## src/rtl/nscc_pkg.sv

```systemverilog
// Shared types, character constants and header tables for the NMEA sentence
// classifier and checksum core. No dependencies; every file but nscc_if imports it.
`default_nettype none

package nscc_pkg;

    // Characters with a fixed meaning in a sentence.
    localparam logic [7:0] C_DOLLAR = 8'h24;
    localparam logic [7:0] C_STAR   = 8'h2A;
    localparam logic [7:0] C_TALKER = 8'h23;  // '#' marks the talker slot in a pattern

    // Header bookkeeping.
    localparam int unsigned HDR_TYPES = 12;
    localparam int unsigned HDR_MAX   = 10;
    localparam logic [4:0]  POS_MAX   = 5'd31;

    // Sentence type codes.
    localparam logic [3:0] TYPE_UNKNOWN = 4'd0;
    localparam logic [3:0] TYPE_PLSR_1  = 4'd1;
    localparam logic [3:0] TYPE_PLSR_2  = 4'd2;
    localparam logic [3:0] TYPE_PLSR_7  = 4'd3;
    localparam logic [3:0] TYPE_GGA     = 4'd4;
    localparam logic [3:0] TYPE_GSA     = 4'd5;
    localparam logic [3:0] TYPE_GSV     = 4'd6;
    localparam logic [3:0] TYPE_RMC     = 4'd7;
    localparam logic [3:0] TYPE_VTG     = 4'd8;
    localparam logic [3:0] TYPE_TXT     = 4'd9;
    localparam logic [3:0] TYPE_GLL     = 4'd10;
    localparam logic [3:0] TYPE_HEADING = 4'd11;

    // Header patterns, left justified in ten character slots.
    localparam logic [79:0] HDR_PAT [HDR_TYPES] = '{
        80'h0,
        "PLSR,245,1",
        "PLSR,245,2",
        "PLSR,245,7",
        {"G#GGA", 40'h0},
        {"G#GSA", 40'h0},
        {"G#GSV", 40'h0},
        {"G#RMC", 40'h0},
        {"G#VTG", 40'h0},
        {"G#TXT", 40'h0},
        {"G#GLL", 40'h0},
        {"HCHDG", 40'h0}
    };
    localparam logic [4:0] HDR_LEN [HDR_TYPES] = '{
        5'd0, 5'd10, 5'd10, 5'd10, 5'd5, 5'd5, 5'd5, 5'd5, 5'd5, 5'd5, 5'd5, 5'd5
    };

    // One accepted beat as it leaves the input register.
    typedef struct packed {
        logic       go;
        logic       last;
        logic [7:0] ch;
    } t_step;

    // What the header unit reports to the rest of the core.
    typedef struct packed {
        logic       first;
        logic [3:0] stype;
        logic [7:0] talker;
    } t_hdr_res;

    // What the checksum unit reports.
    typedef struct packed {
        logic [7:0] computed;
        logic [7:0] received;
        logic       match;
    } t_sum_res;

    // Expected character of header row t at sentence position p (1 to 10).
    function automatic logic [7:0] hdr_char(input int unsigned t, input logic [3:0] p);
        logic [79:0] row;
        logic [3:0]  slot;
        row  = HDR_PAT[t];
        slot = 4'd10 - p;
        return row[{slot, 3'b000} +: 8];
    endfunction

    // Talker letters accepted in the G sentences.
    function automatic logic is_talker(input logic [7:0] c);
        return c == "P" || c == "A" || c == "L" || c == "B" || c == "I" || c == "Q";
    endfunction

    // Hex digit decode: bit 4 set means the character is a valid digit.
    function automatic logic [4:0] hex_digit(input logic [7:0] c);
        logic [4:0] r;
        r = 5'd0;
        if (c >= "0" && c <= "9") begin
            r = {1'b1, 4'(c - "0")};
        end else if (c >= "A" && c <= "F") begin
            r = {1'b1, 4'(c - "A" + 8'd10)};
        end else if (c >= "a" && c <= "f") begin
            r = {1'b1, 4'(c - "a" + 8'd10)};
        end
        return r;
    endfunction

endpackage

`default_nettype wire

```

## src/rtl/nscc_if.sv

```systemverilog
// Valid/ready channel interfaces for the sentence core: character beats in,
// classification beats out. Depends on nothing.
`default_nettype none

interface nscc_in_if;
    logic       valid;
    logic       ready;
    logic [7:0] char_in;
    logic       end_of_sentence;

    modport source(output valid, char_in, end_of_sentence, input ready);
    modport sink(input valid, char_in, end_of_sentence, output ready);
endinterface

interface nscc_out_if;
    logic       valid;
    logic       ready;
    logic [3:0] sentence_type;
    logic [7:0] talker_letter;
    logic [7:0] computed_sum;
    logic [7:0] received_sum;
    logic       checksum_match;
    logic       sentence_valid;

    modport source(output valid, sentence_type, talker_letter, computed_sum,
                   received_sum, checksum_match, sentence_valid, input ready);
    modport sink(input valid, sentence_type, talker_letter, computed_sum,
                 received_sum, checksum_match, sentence_valid, output ready);
endinterface

`default_nettype wire

```

## src/rtl/nmea_sentence_classify_checksum_core.sv

```systemverilog
// Top level of the NMEA sentence classifier and checksum core.
// Depends on nscc_pkg, nscc_if, nscc_header and nscc_cksum.
//
//   Port     Dir  Beat carries                          Beats
//   i_in     in   char_in, end_of_sentence              one per character
//   o_out    out  type, talker, both sums, match, valid one per sentence
//
// One character is taken every cycle unless a final character waits on a full
// output register; a beat passes an input register, then the header and checksum
// logic, and the result lands in an output register when its final character
// leaves the input register.
// Only a final character waits on a full output register; other characters
// move on regardless of o_out.ready. Reset is synchronous, active low.
`default_nettype none

module nmea_sentence_classify_checksum_core
    import nscc_pkg::*;
(
    input  wire logic i_clk,
    input  wire logic i_rst_n,
    nscc_in_if.sink   i_in,
    nscc_out_if.source o_out
);

    logic       r_s1_valid;
    logic       r_s1_last;
    logic [7:0] r_s1_ch;
    logic       out_free;
    logic       s1_go;
    t_step      step;
    t_hdr_res   hdr;
    t_sum_res   sum;

    logic       r_out_valid;
    logic [3:0] r_type;
    logic [7:0] r_talker;
    logic [7:0] r_computed;
    logic [7:0] r_received;
    logic       r_match;
    logic       r_valid_flag;

    // Flow control: a final character needs room in the output register.
    assign out_free   = !r_out_valid || o_out.ready;
    assign s1_go      = r_s1_valid && (!r_s1_last || out_free);
    assign i_in.ready = !r_s1_valid || s1_go;

    assign step.go   = s1_go;
    assign step.last = r_s1_last;
    assign step.ch   = r_s1_ch;

    // Input register.
    always_ff @(posedge i_clk) begin
        if (!i_rst_n) begin
            r_s1_valid <= 1'b0;
        end else if (i_in.ready) begin
            r_s1_valid <= i_in.valid;
        end
    end

    always_ff @(posedge i_clk) begin
        if (i_in.ready && i_in.valid) begin
            r_s1_ch   <= i_in.char_in;
            r_s1_last <= i_in.end_of_sentence;
        end
    end

    nscc_header u_header (
        .i_clk   (i_clk),
        .i_rst_n (i_rst_n),
        .i_step  (step),
        .o_res   (hdr)
    );

    nscc_cksum u_cksum (
        .i_clk   (i_clk),
        .i_rst_n (i_rst_n),
        .i_step  (step),
        .i_first (hdr.first),
        .o_res   (sum)
    );

    // Output register.
    always_ff @(posedge i_clk) begin
        if (!i_rst_n) begin
            r_out_valid <= 1'b0;
        end else if (s1_go && r_s1_last) begin
            r_out_valid <= 1'b1;
        end else if (o_out.ready) begin
            r_out_valid <= 1'b0;
        end
    end

    always_ff @(posedge i_clk) begin
        if (s1_go && r_s1_last) begin
            r_type       <= hdr.stype;
            r_talker     <= hdr.talker;
            r_computed   <= sum.computed;
            r_received   <= sum.received;
            r_match      <= sum.match;
            r_valid_flag <= (hdr.stype != TYPE_UNKNOWN) && sum.match;
        end
    end

    assign o_out.valid          = r_out_valid;
    assign o_out.sentence_type  = r_type;
    assign o_out.talker_letter  = r_talker;
    assign o_out.computed_sum   = r_computed;
    assign o_out.received_sum   = r_received;
    assign o_out.checksum_match = r_match;
    assign o_out.sentence_valid = r_valid_flag;

endmodule

`default_nettype wire

```

## src/rtl/nscc_header.sv

```systemverilog
// Header matcher: character position, per-type match flags and talker letter.
// Depends on nscc_pkg.
`default_nettype none

module nscc_header
    import nscc_pkg::*;
(
    input  wire logic     i_clk,
    input  wire logic     i_rst_n,
    input  wire t_step    i_step,
    output t_hdr_res      o_res
);

    logic [4:0]  r_pos, n_pos;
    logic [11:0] r_flags, n_flags;
    logic [7:0]  r_talker, n_talker;
    logic [3:0]  stype;
    logic        first;

    assign first = (r_pos == 5'd0);

    // Next state for one character.
    always_comb begin
        n_pos    = (r_pos < POS_MAX) ? r_pos + 5'd1 : r_pos;
        n_talker = (r_pos == 5'd2) ? i_step.ch : r_talker;
        n_flags  = r_flags;
        if (first) begin
            if (i_step.ch != C_DOLLAR) begin
                n_flags = '0;
            end
        end else if (r_pos <= 5'(HDR_MAX)) begin
            for (int unsigned t = 1; t < HDR_TYPES; t++) begin
                if (r_pos <= HDR_LEN[t]) begin
                    if (hdr_char(t, r_pos[3:0]) == C_TALKER) begin
                        if (!is_talker(i_step.ch)) n_flags[t] = 1'b0;
                    end else if (i_step.ch != hdr_char(t, r_pos[3:0])) begin
                        n_flags[t] = 1'b0;
                    end
                end
            end
        end
    end

    // Lowest numbered type whose whole header matched wins.
    always_comb begin
        stype = TYPE_UNKNOWN;
        for (int unsigned t = HDR_TYPES - 1; t >= 1; t--) begin
            if (n_flags[t] && n_pos > HDR_LEN[t]) stype = 4'(t);
        end
    end

    always_comb begin
        o_res.first  = first;
        o_res.stype  = stype;
        o_res.talker = (stype >= TYPE_GGA && stype <= TYPE_GLL) ? n_talker : 8'd0;
    end

    // State registers; the final character of a sentence returns them to reset.
    always_ff @(posedge i_clk) begin
        if (!i_rst_n) begin
            r_pos    <= 5'd0;
            r_flags  <= '1;
            r_talker <= 8'd0;
        end else if (i_step.go) begin
            if (i_step.last) begin
                r_pos    <= 5'd0;
                r_flags  <= '1;
                r_talker <= 8'd0;
            end else begin
                r_pos    <= n_pos;
                r_flags  <= n_flags;
                r_talker <= n_talker;
            end
        end
    end

endmodule

`default_nettype wire

```

## src/rtl/nscc_cksum.sv

```systemverilog
// Checksum unit: XOR accumulator up to the star and the hex digits after it.
// Depends on nscc_pkg.
`default_nettype none

module nscc_cksum
    import nscc_pkg::*;
(
    input  wire logic  i_clk,
    input  wire logic  i_rst_n,
    input  wire t_step i_step,
    input  wire logic  i_first,
    output t_sum_res   o_res
);

    logic [7:0] r_xor, n_xor;
    logic       r_star, n_star;
    logic [1:0] r_digits, n_digits;
    logic [7:0] r_hex, n_hex;
    logic       r_bad, n_bad;
    logic [4:0] digit;
    logic       good;
    logic [7:0] rsum;

    assign digit = hex_digit(i_step.ch);

    // Next state for one character; the leading character is never summed.
    always_comb begin
        n_xor    = r_xor;
        n_star   = r_star;
        n_digits = r_digits;
        n_hex    = r_hex;
        n_bad    = r_bad;
        if (!i_first) begin
            if (!r_star) begin
                if (i_step.ch == C_STAR) n_star = 1'b1;
                else n_xor = r_xor ^ i_step.ch;
            end else begin
                if (!digit[4]) n_bad = 1'b1;
                else if (r_digits < 2'd2) n_hex = {r_hex[3:0], digit[3:0]};
                if (r_digits != 2'd3) n_digits = r_digits + 2'd1;
            end
        end
    end

    // Well formed means a star followed by one or two hex digits only.
    always_comb begin
        good           = n_star && !n_bad && (n_digits == 2'd1 || n_digits == 2'd2);
        rsum           = good ? n_hex : 8'd0;
        o_res.computed = n_xor;
        o_res.received = rsum;
        o_res.match    = good && (rsum == n_xor);
    end

    always_ff @(posedge i_clk) begin
        if (!i_rst_n) begin
            r_xor    <= 8'd0;
            r_star   <= 1'b0;
            r_digits <= 2'd0;
            r_hex    <= 8'd0;
            r_bad    <= 1'b0;
        end else if (i_step.go) begin
            if (i_step.last) begin
                r_xor    <= 8'd0;
                r_star   <= 1'b0;
                r_digits <= 2'd0;
                r_hex    <= 8'd0;
                r_bad    <= 1'b0;
            end else begin
                r_xor    <= n_xor;
                r_star   <= n_star;
                r_digits <= n_digits;
                r_hex    <= n_hex;
                r_bad    <= n_bad;
            end
        end
    end

endmodule

`default_nettype wire

```

## src/flat_wrapper.sv

```systemverilog
// flat-port wrapper written by rule: the top's interface ports become plain ports
module nmea_sentence_classify_checksum_core_flat import nscc_pkg::*;
  (i_clk, i_rst_n, i_in_valid, i_in_char_in, i_in_end_of_sentence, i_in_ready, o_out_valid, o_out_sentence_type, o_out_talker_letter, o_out_computed_sum, o_out_received_sum, o_out_checksum_match, o_out_sentence_valid, o_out_ready);
  nscc_in_if i_in_i ();
  nscc_out_if o_out_i ();
  input  wire logic i_clk;
  input  wire logic i_rst_n;
  input wire logic [$bits(i_in_i.valid)-1:0] i_in_valid;
  input wire logic [$bits(i_in_i.char_in)-1:0] i_in_char_in;
  input wire logic [$bits(i_in_i.end_of_sentence)-1:0] i_in_end_of_sentence;
  output wire logic [$bits(i_in_i.ready)-1:0] i_in_ready;
  output wire logic [$bits(o_out_i.valid)-1:0] o_out_valid;
  output wire logic [$bits(o_out_i.sentence_type)-1:0] o_out_sentence_type;
  output wire logic [$bits(o_out_i.talker_letter)-1:0] o_out_talker_letter;
  output wire logic [$bits(o_out_i.computed_sum)-1:0] o_out_computed_sum;
  output wire logic [$bits(o_out_i.received_sum)-1:0] o_out_received_sum;
  output wire logic [$bits(o_out_i.checksum_match)-1:0] o_out_checksum_match;
  output wire logic [$bits(o_out_i.sentence_valid)-1:0] o_out_sentence_valid;
  input wire logic [$bits(o_out_i.ready)-1:0] o_out_ready;
  assign i_in_i.valid = i_in_valid;
  assign i_in_i.char_in = i_in_char_in;
  assign i_in_i.end_of_sentence = i_in_end_of_sentence;
  assign i_in_ready = i_in_i.ready;
  assign o_out_valid = o_out_i.valid;
  assign o_out_sentence_type = o_out_i.sentence_type;
  assign o_out_talker_letter = o_out_i.talker_letter;
  assign o_out_computed_sum = o_out_i.computed_sum;
  assign o_out_received_sum = o_out_i.received_sum;
  assign o_out_checksum_match = o_out_i.checksum_match;
  assign o_out_sentence_valid = o_out_i.sentence_valid;
  assign o_out_i.ready = o_out_ready;
  nmea_sentence_classify_checksum_core u_core (.i_clk(i_clk), .i_rst_n(i_rst_n), .i_in(i_in_i), .o_out(o_out_i));
endmodule
```

## config.mk

```make
export PLATFORM = sky130hd
export DESIGN_NAME = nmea_sentence_classify_checksum_core_flat
export DESIGN_NICKNAME = d
export VERILOG_FILES = /design/src/rtl/nscc_pkg.sv /design/src/rtl/nscc_if.sv /design/src/rtl/nmea_sentence_classify_checksum_core.sv /design/src/rtl/nscc_header.sv /design/src/rtl/nscc_cksum.sv /design/src/flat_wrapper.sv
export SDC_FILE = /design/constraint.sdc
export NUM_CORES = 1
export LEC_CHECK = 0
export ABC_CLOCK_PERIOD_IN_PS = 4430
export BUFFER_PORTS_ARGS = -buffer_cell sky130_fd_sc_hd__buf_2
export CAP_MARGIN = 20
export CORE_ASPECT_RATIO = 0.9
export CORE_MARGIN = 1.5
export CORE_UTILIZATION = 35
export CTS_CLUSTER_SIZE = 12
export DETAILED_ROUTE_END_ITERATION = 16
export PLACE_DENSITY = 0.52
export SLEW_MARGIN = 20
export SYNTH_ARGS = -nofsm -noshare
export SYNTH_HDL_FRONTEND = slang
export SYNTH_HIERARCHICAL = 1
export SYNTH_SLANG_ARGS = --single-unit
```

## constraint.sdc

```tcl
create_clock -name i_clk -period 4.43 [get_ports i_clk]
set_clock_uncertainty 0.2 [all_clocks]
set_input_delay 0.2215 -clock i_clk [delete_from_list [all_inputs] [get_ports i_clk]]
set_output_delay 0.2215 -clock i_clk [all_outputs]
set_load 0.02 [all_outputs]
```

# After elaboration in Yosys (flattened, before gate mapping)
# Index checks and enable logic that the tools add are counted.
dict set report totals {
  register_bits 85
  input_bits 13
  out_inout_bits 32
  elab_cells 213
}
dict set report classes {
  add_sub_neg 8
  n_lt_le_gt_ge 14
  n_eq_ne 35
  shifts 11
  n_mux 88
  n_bitwise 1
  reduce_logical 38
}
# cell n
set op_table {}
lappend op_table {{indexed part select 80 x 8 -> 8 bit (first input constant)} 11}
lappend op_table {{equality test 8 x 6 -> 1 bit (second input constant)} 12}
lappend op_table {{2-to-1 mux 8 bit} 12}
lappend op_table {{inequality test 8 bit} 11}
lappend op_table {{2-to-1 mux 1 bit} 52}
lappend op_table {{equality test 8 x 7 -> 1 bit (second input constant)} 6}
lappend op_table {{2-to-1 mux 4 bit} 11}
lappend op_table {{2-to-1 mux 5 bit} 5}
lappend op_table {{2-to-1 mux 12 bit} 2}
lappend op_table {{logical AND 1 bit} 22}
lappend op_table {{2-to-1 mux 11 bit} 2}
lappend op_table {{greater-or-equal comparator 8 x 7 -> 1 bit (second input constant)} 2}
lappend op_table {{<= comparator 8 x 7 -> 1 bit (second input constant)} 2}
lappend op_table {{subtractor 4 x 1 -> 4 bit (second input constant)} 3}
lappend op_table {{logical OR 1 bit} 9}
lappend op_table {{adder 4 bit (second input constant)} 2}
lappend op_table {{equality test 8 bit} 1}
lappend op_table {{greater-or-equal comparator 8 x 6 -> 1 bit (second input constant)} 1}
lappend op_table {{<= comparator 8 x 6 -> 1 bit (second input constant)} 1}
lappend op_table {{2-to-1 mux 2 bit} 4}
lappend op_table {{inequality test 8 x 6 -> 1 bit (second input constant)} 1}
lappend op_table {{bitwise XOR 8 bit} 1}
lappend op_table {{adder 5 x 1 -> 5 bit (second input constant)} 1}
lappend op_table {{equality test 5 x 2 -> 1 bit (second input constant)} 1}
lappend op_table {{other kinds (17)} 20}

# Longest topological paths before layout
dict set report depth {
  depth_word 25
  mapped_depth 18
  mapped_depth_nobuf 12
}

# Hierarchy
# Netlist, hierarchy kept.
# module instances cells_per_inst area_per_inst_um2 seq_area_each_um2
set by_module_without_submodules {}
lappend by_module_without_submodules {nscc_header 1 482 3764.9 480.5}
lappend by_module_without_submodules {nscc_cksum 1 179 1403.8 400.4}
lappend by_module_without_submodules {nmea_sentence_classify_checksum_core 1 52 1298.7 1211.2}

# Least setup slack after synthesis
# Ideal clock, no wire load.
dict set report synth_timing {
  path_kind {reg-to-reg}
  start {register u_core.u_header.r_pos[0]}
  end {register u_core.r_valid_flag, in the netlist u_core/o_out.sentence_valid (data pin)}
  setup_ns 0.264
  arrival_ns 3.954
  t_required_ns 3.966
  path_slack_ns 0.012
  stages_incl_launch_ff 17
  n_path_buf 5
  period_less_slack_ns 4.418
  cell_sequence {dfxtp_1 buf_6 clkbuf_1 clkbuf_1 inv_1 ha_1 buf_2 buf_2 nor2_1 o21ai_1 or3b_1 nor4_2 a31oi_1 or3b_1 nand3_4 nor3b_1 o41a_1}
}
# element line
set synth_rtl {}
lappend synth_rtl {{from (decl)} nscc_header.sv:14} ;# logic [4:0] r_pos, n_pos;
lappend synth_rtl {{from (signal assigned)} nscc_header.sv:70} ;# r_pos <= n_pos;
lappend synth_rtl {{to (signal assigned)} nmea_sentence_classify_checksum_core.sv:100} ;# r_valid_flag <= (hdr.stype != TYPE_UNKNOWN) && sum.match;
lappend synth_rtl {{to (decl)} nmea_sentence_classify_checksum_core.sv:40} ;# logic r_valid_flag;

==> metrics.cfg <==
[synthesis]
async_flop_share_pct=0
synthTopCellsByCount=nand2_1, dfxtp_1, edfxtp_1, nor2_1, o21ai_0
ys_warn_count=6
synthTopCellsByArea=edfxtp_1, dfxtp_1, xnor2_1
synth_flop_cell=dfxtp_1
muxShareOfSynthArea_pct=3.62
synth_top_cell_by_area=edfxtp_1
syn_inst=713
syn_nets=737
synth_xor_area_share_pct=6.48
ys_ff_latch=85
synth_top_area_share_pct=18.1
synth.distinct_cells=107
yosysSeqAreaShare_pct=32.3
netlist_area_um2=6470
yosys.area_share.simple_pct=24.9
avgSynthCellArea_um2=9.07
synth_top_family_by_area=simple AND/OR/NAND/NOR gates
synth.most_common_cell=nand2_1
synth_fa_ha_area_share_pct=2.13
synth_compound_area_share_pct=24.0
synth_edf_count=39

[timing]
layout_setup_ws_ns=0.327
relSlewSlack_pct=37.5
worst_slew_pin_slew_ns=0.935
setup_violations=0
period_minus_slack_ns=4.10
drv_slew=0
tns_ns=0
grt_setup_unrepaired=false
max_freq_mhz=244
holdWs_ns=0.148
finalHoldViolCount=0
min_period_over_period_pct=92.6

[detailed_routing]
avgViaCountPerCell=5.58
drt_drc_violations_left=0
vias=5629
wl_met2_um=8320
ant_nets=0
wl_met1_um=9460
drt_iter0_markers=489
met3_length_um=1050
drt_wl_total_um=19000
routed.top_layer=met4
wl_per_cell_um=18.8
firstDrtPassIters=5

[layout]
layout-drive-gt1-share_pct=20.0
nets=788
fillers=1783
diodes=0
area_growth_pct=14.1

[global_routing]
grt_pass1_wl_um=30800
antenna_found_initial=0
grt_pass1_vias=5503
track_usage_pct=20.2
globalRouteOverflowTotal=0
grt_max_degree=37

[placed_design]
place.gp.congestion=0.951
pre_cts_slack_ns=0.388
place_hpwl_um=14300
portBuffers=44

[die]
start_util_pct=36.2
io_pins=45
fp.dieW_um=146
rows=46
die_h_um=132
die_area_um2=19300
core_area_um2=17800

[clock_network]
cts_resized=0
clkSlewWorstSetupHoldPaths_ns=0.06
clk_latency_ns=0.35
cts.root.buffer_cell=clkbuf_16
cts_tree=done
cts_buffers=9
cts-htree-levels=3
clk_path_buf_depth=2
cts_sinks=85
cts_setup_buffers=0

[power]
power.leakage_nw=2.73
peakVddDrop_uv=162
power_mw=1.83
p_per_area_nw_per_um2=249

[setup_path]
arrival_ns=3.99
path_max_fanout=20
startpoint_type=register
critPathKind=register to register
endpoint_kind=register
critPathRequiredTime_ns=4.32

[run_status]
status=finished, final reports clean

[job]
drv_cap=0

[worst_hold_path]
worst_hold_path_type=input pin to register

==> flip-flops by register name, indices dropped and copies added (netlist names), 8 cells and up <==
| register | count |
|---|---|
| u_core/o_out.talker_letter | 8 |
| u_core/o_out.received_sum | 8 |
| u_core/u_header/r_flags | 11 |
| u_core/u_header/r_talker | 8 |
| u_core/r_s1_ch | 8 |
| u_core/u_cksum/r_hex | 8 |
| u_core/u_cksum/r_xor | 8 |
| u_core/o_out.computed_sum | 8 |
==> cell families (layout without fill, tap and decap cells) <==
logic type | after synthesis | in the layout
buffers and inverters | 87 | 143
AO/OA/AOI/OAI | 202 | 202
adder cells (fa/ha/maj) | 11 | 11
multiplexers | 21 | 21
AND/OR/NAND/NOR | 263 | 263
flip-flops | 85 | 85
XOR/XNOR | 44 | 44
==> final cells by class <==
type                       count  area, um2  area share, %
clock buffer                   9        225           3.05
timing repair buffer          91        616           8.34
multi-input combinational    541       3960           53.7
tap                          240        300           4.07
inverter                      36        138           1.87
sequential                    85       2090           28.4
clock inverter                 7       47.5          0.645
==> cell usage in the layout (no fill, tap or decap), drive strengths merged, types with 10 or more instances in the layout <==
cell and n:
a21oi 38, a211oi 15, dlygate4sd3 12, o21ai 39, a31oi 11, xor2 12, edfxtp 39, and2 22
nor3b 10, nor4 12, nand2 56, dfxtp 46, a22oi 12, inv 38, or3 10, nor2 41
o22ai 11, nor2b 26, mux2i 17, ha 11, nand3 18, nor3 14, xnor2 32, buf 79
==> stage by stage <==
step | instance area [um2] | util, % | cells
after floorplan | 6470 | - | 713
after global placement | 6980 | 39.1 | 981
after detailed placement | 6980 | 39.1 | 981
after CTS | 7380 | 41.3 | 1009
after global routing | 7380 | 41.3 | 1009
final | 7380 | 41.3 | 1009
==> power by group <==
group          total (mW)  leakage, nW  internal (mW)  switching [mW]
clock               0.705        0.134          0.382           0.323
combinational       0.264         1.85          0.102           0.163
sequential          0.865        0.746          0.840          0.0246
==> per-layer routing <==
layer,vias to the layer above,GRT usage [%]
li1,2723,-
met1,2738,30.2
met2,156,30.1
met3,12,3.60
met4,0,4.10
met5,-,0
==> what timing repair did <==
action / CTS / global route
hold endpoints to repair: 11 / 0
hold buffers: 12 / 0
endpoints found under the setup margin: 0 / 0
==> critical path, stage by stage, from the launching register on <==
cell	delay (ns)
dfxtp_1	0.60
buf_4	0.35
a21boi_0	0.43
nor4_1	0.15
o31ai_1	0.33
buf_4	0.18
xor2_1	0.06
a31o_1	0.23
and3_1	0.18
o211ai_1	0.33
o311a_1	0.25
o211ai_1	0.13
o41a_1	0.42
==> path summary, 6_finish.rpt <==
check                                                from                                       end  slack, ns  cells past startpoint
setup / recovery    u_core/u_header/r_pos[3]$_SDFFE_PN0P_     u_core/o_out.sentence_valid$_DFFE_PP_       0.33                     12
hold / removal                                    i_rst_n  u_core/u_header/r_flags[10]$_SDFFE_PN1P_       0.15                      2
setup reg to reg    u_core/u_header/r_pos[3]$_SDFFE_PN0P_     u_core/o_out.sentence_valid$_DFFE_PP_       0.33                     12
hold reg to reg   u_core/u_header/r_flags[1]$_SDFFE_PN1P_   u_core/u_header/r_flags[1]$_SDFFE_PN1P_       0.25                      2
(Power assumes the default switching activity.)
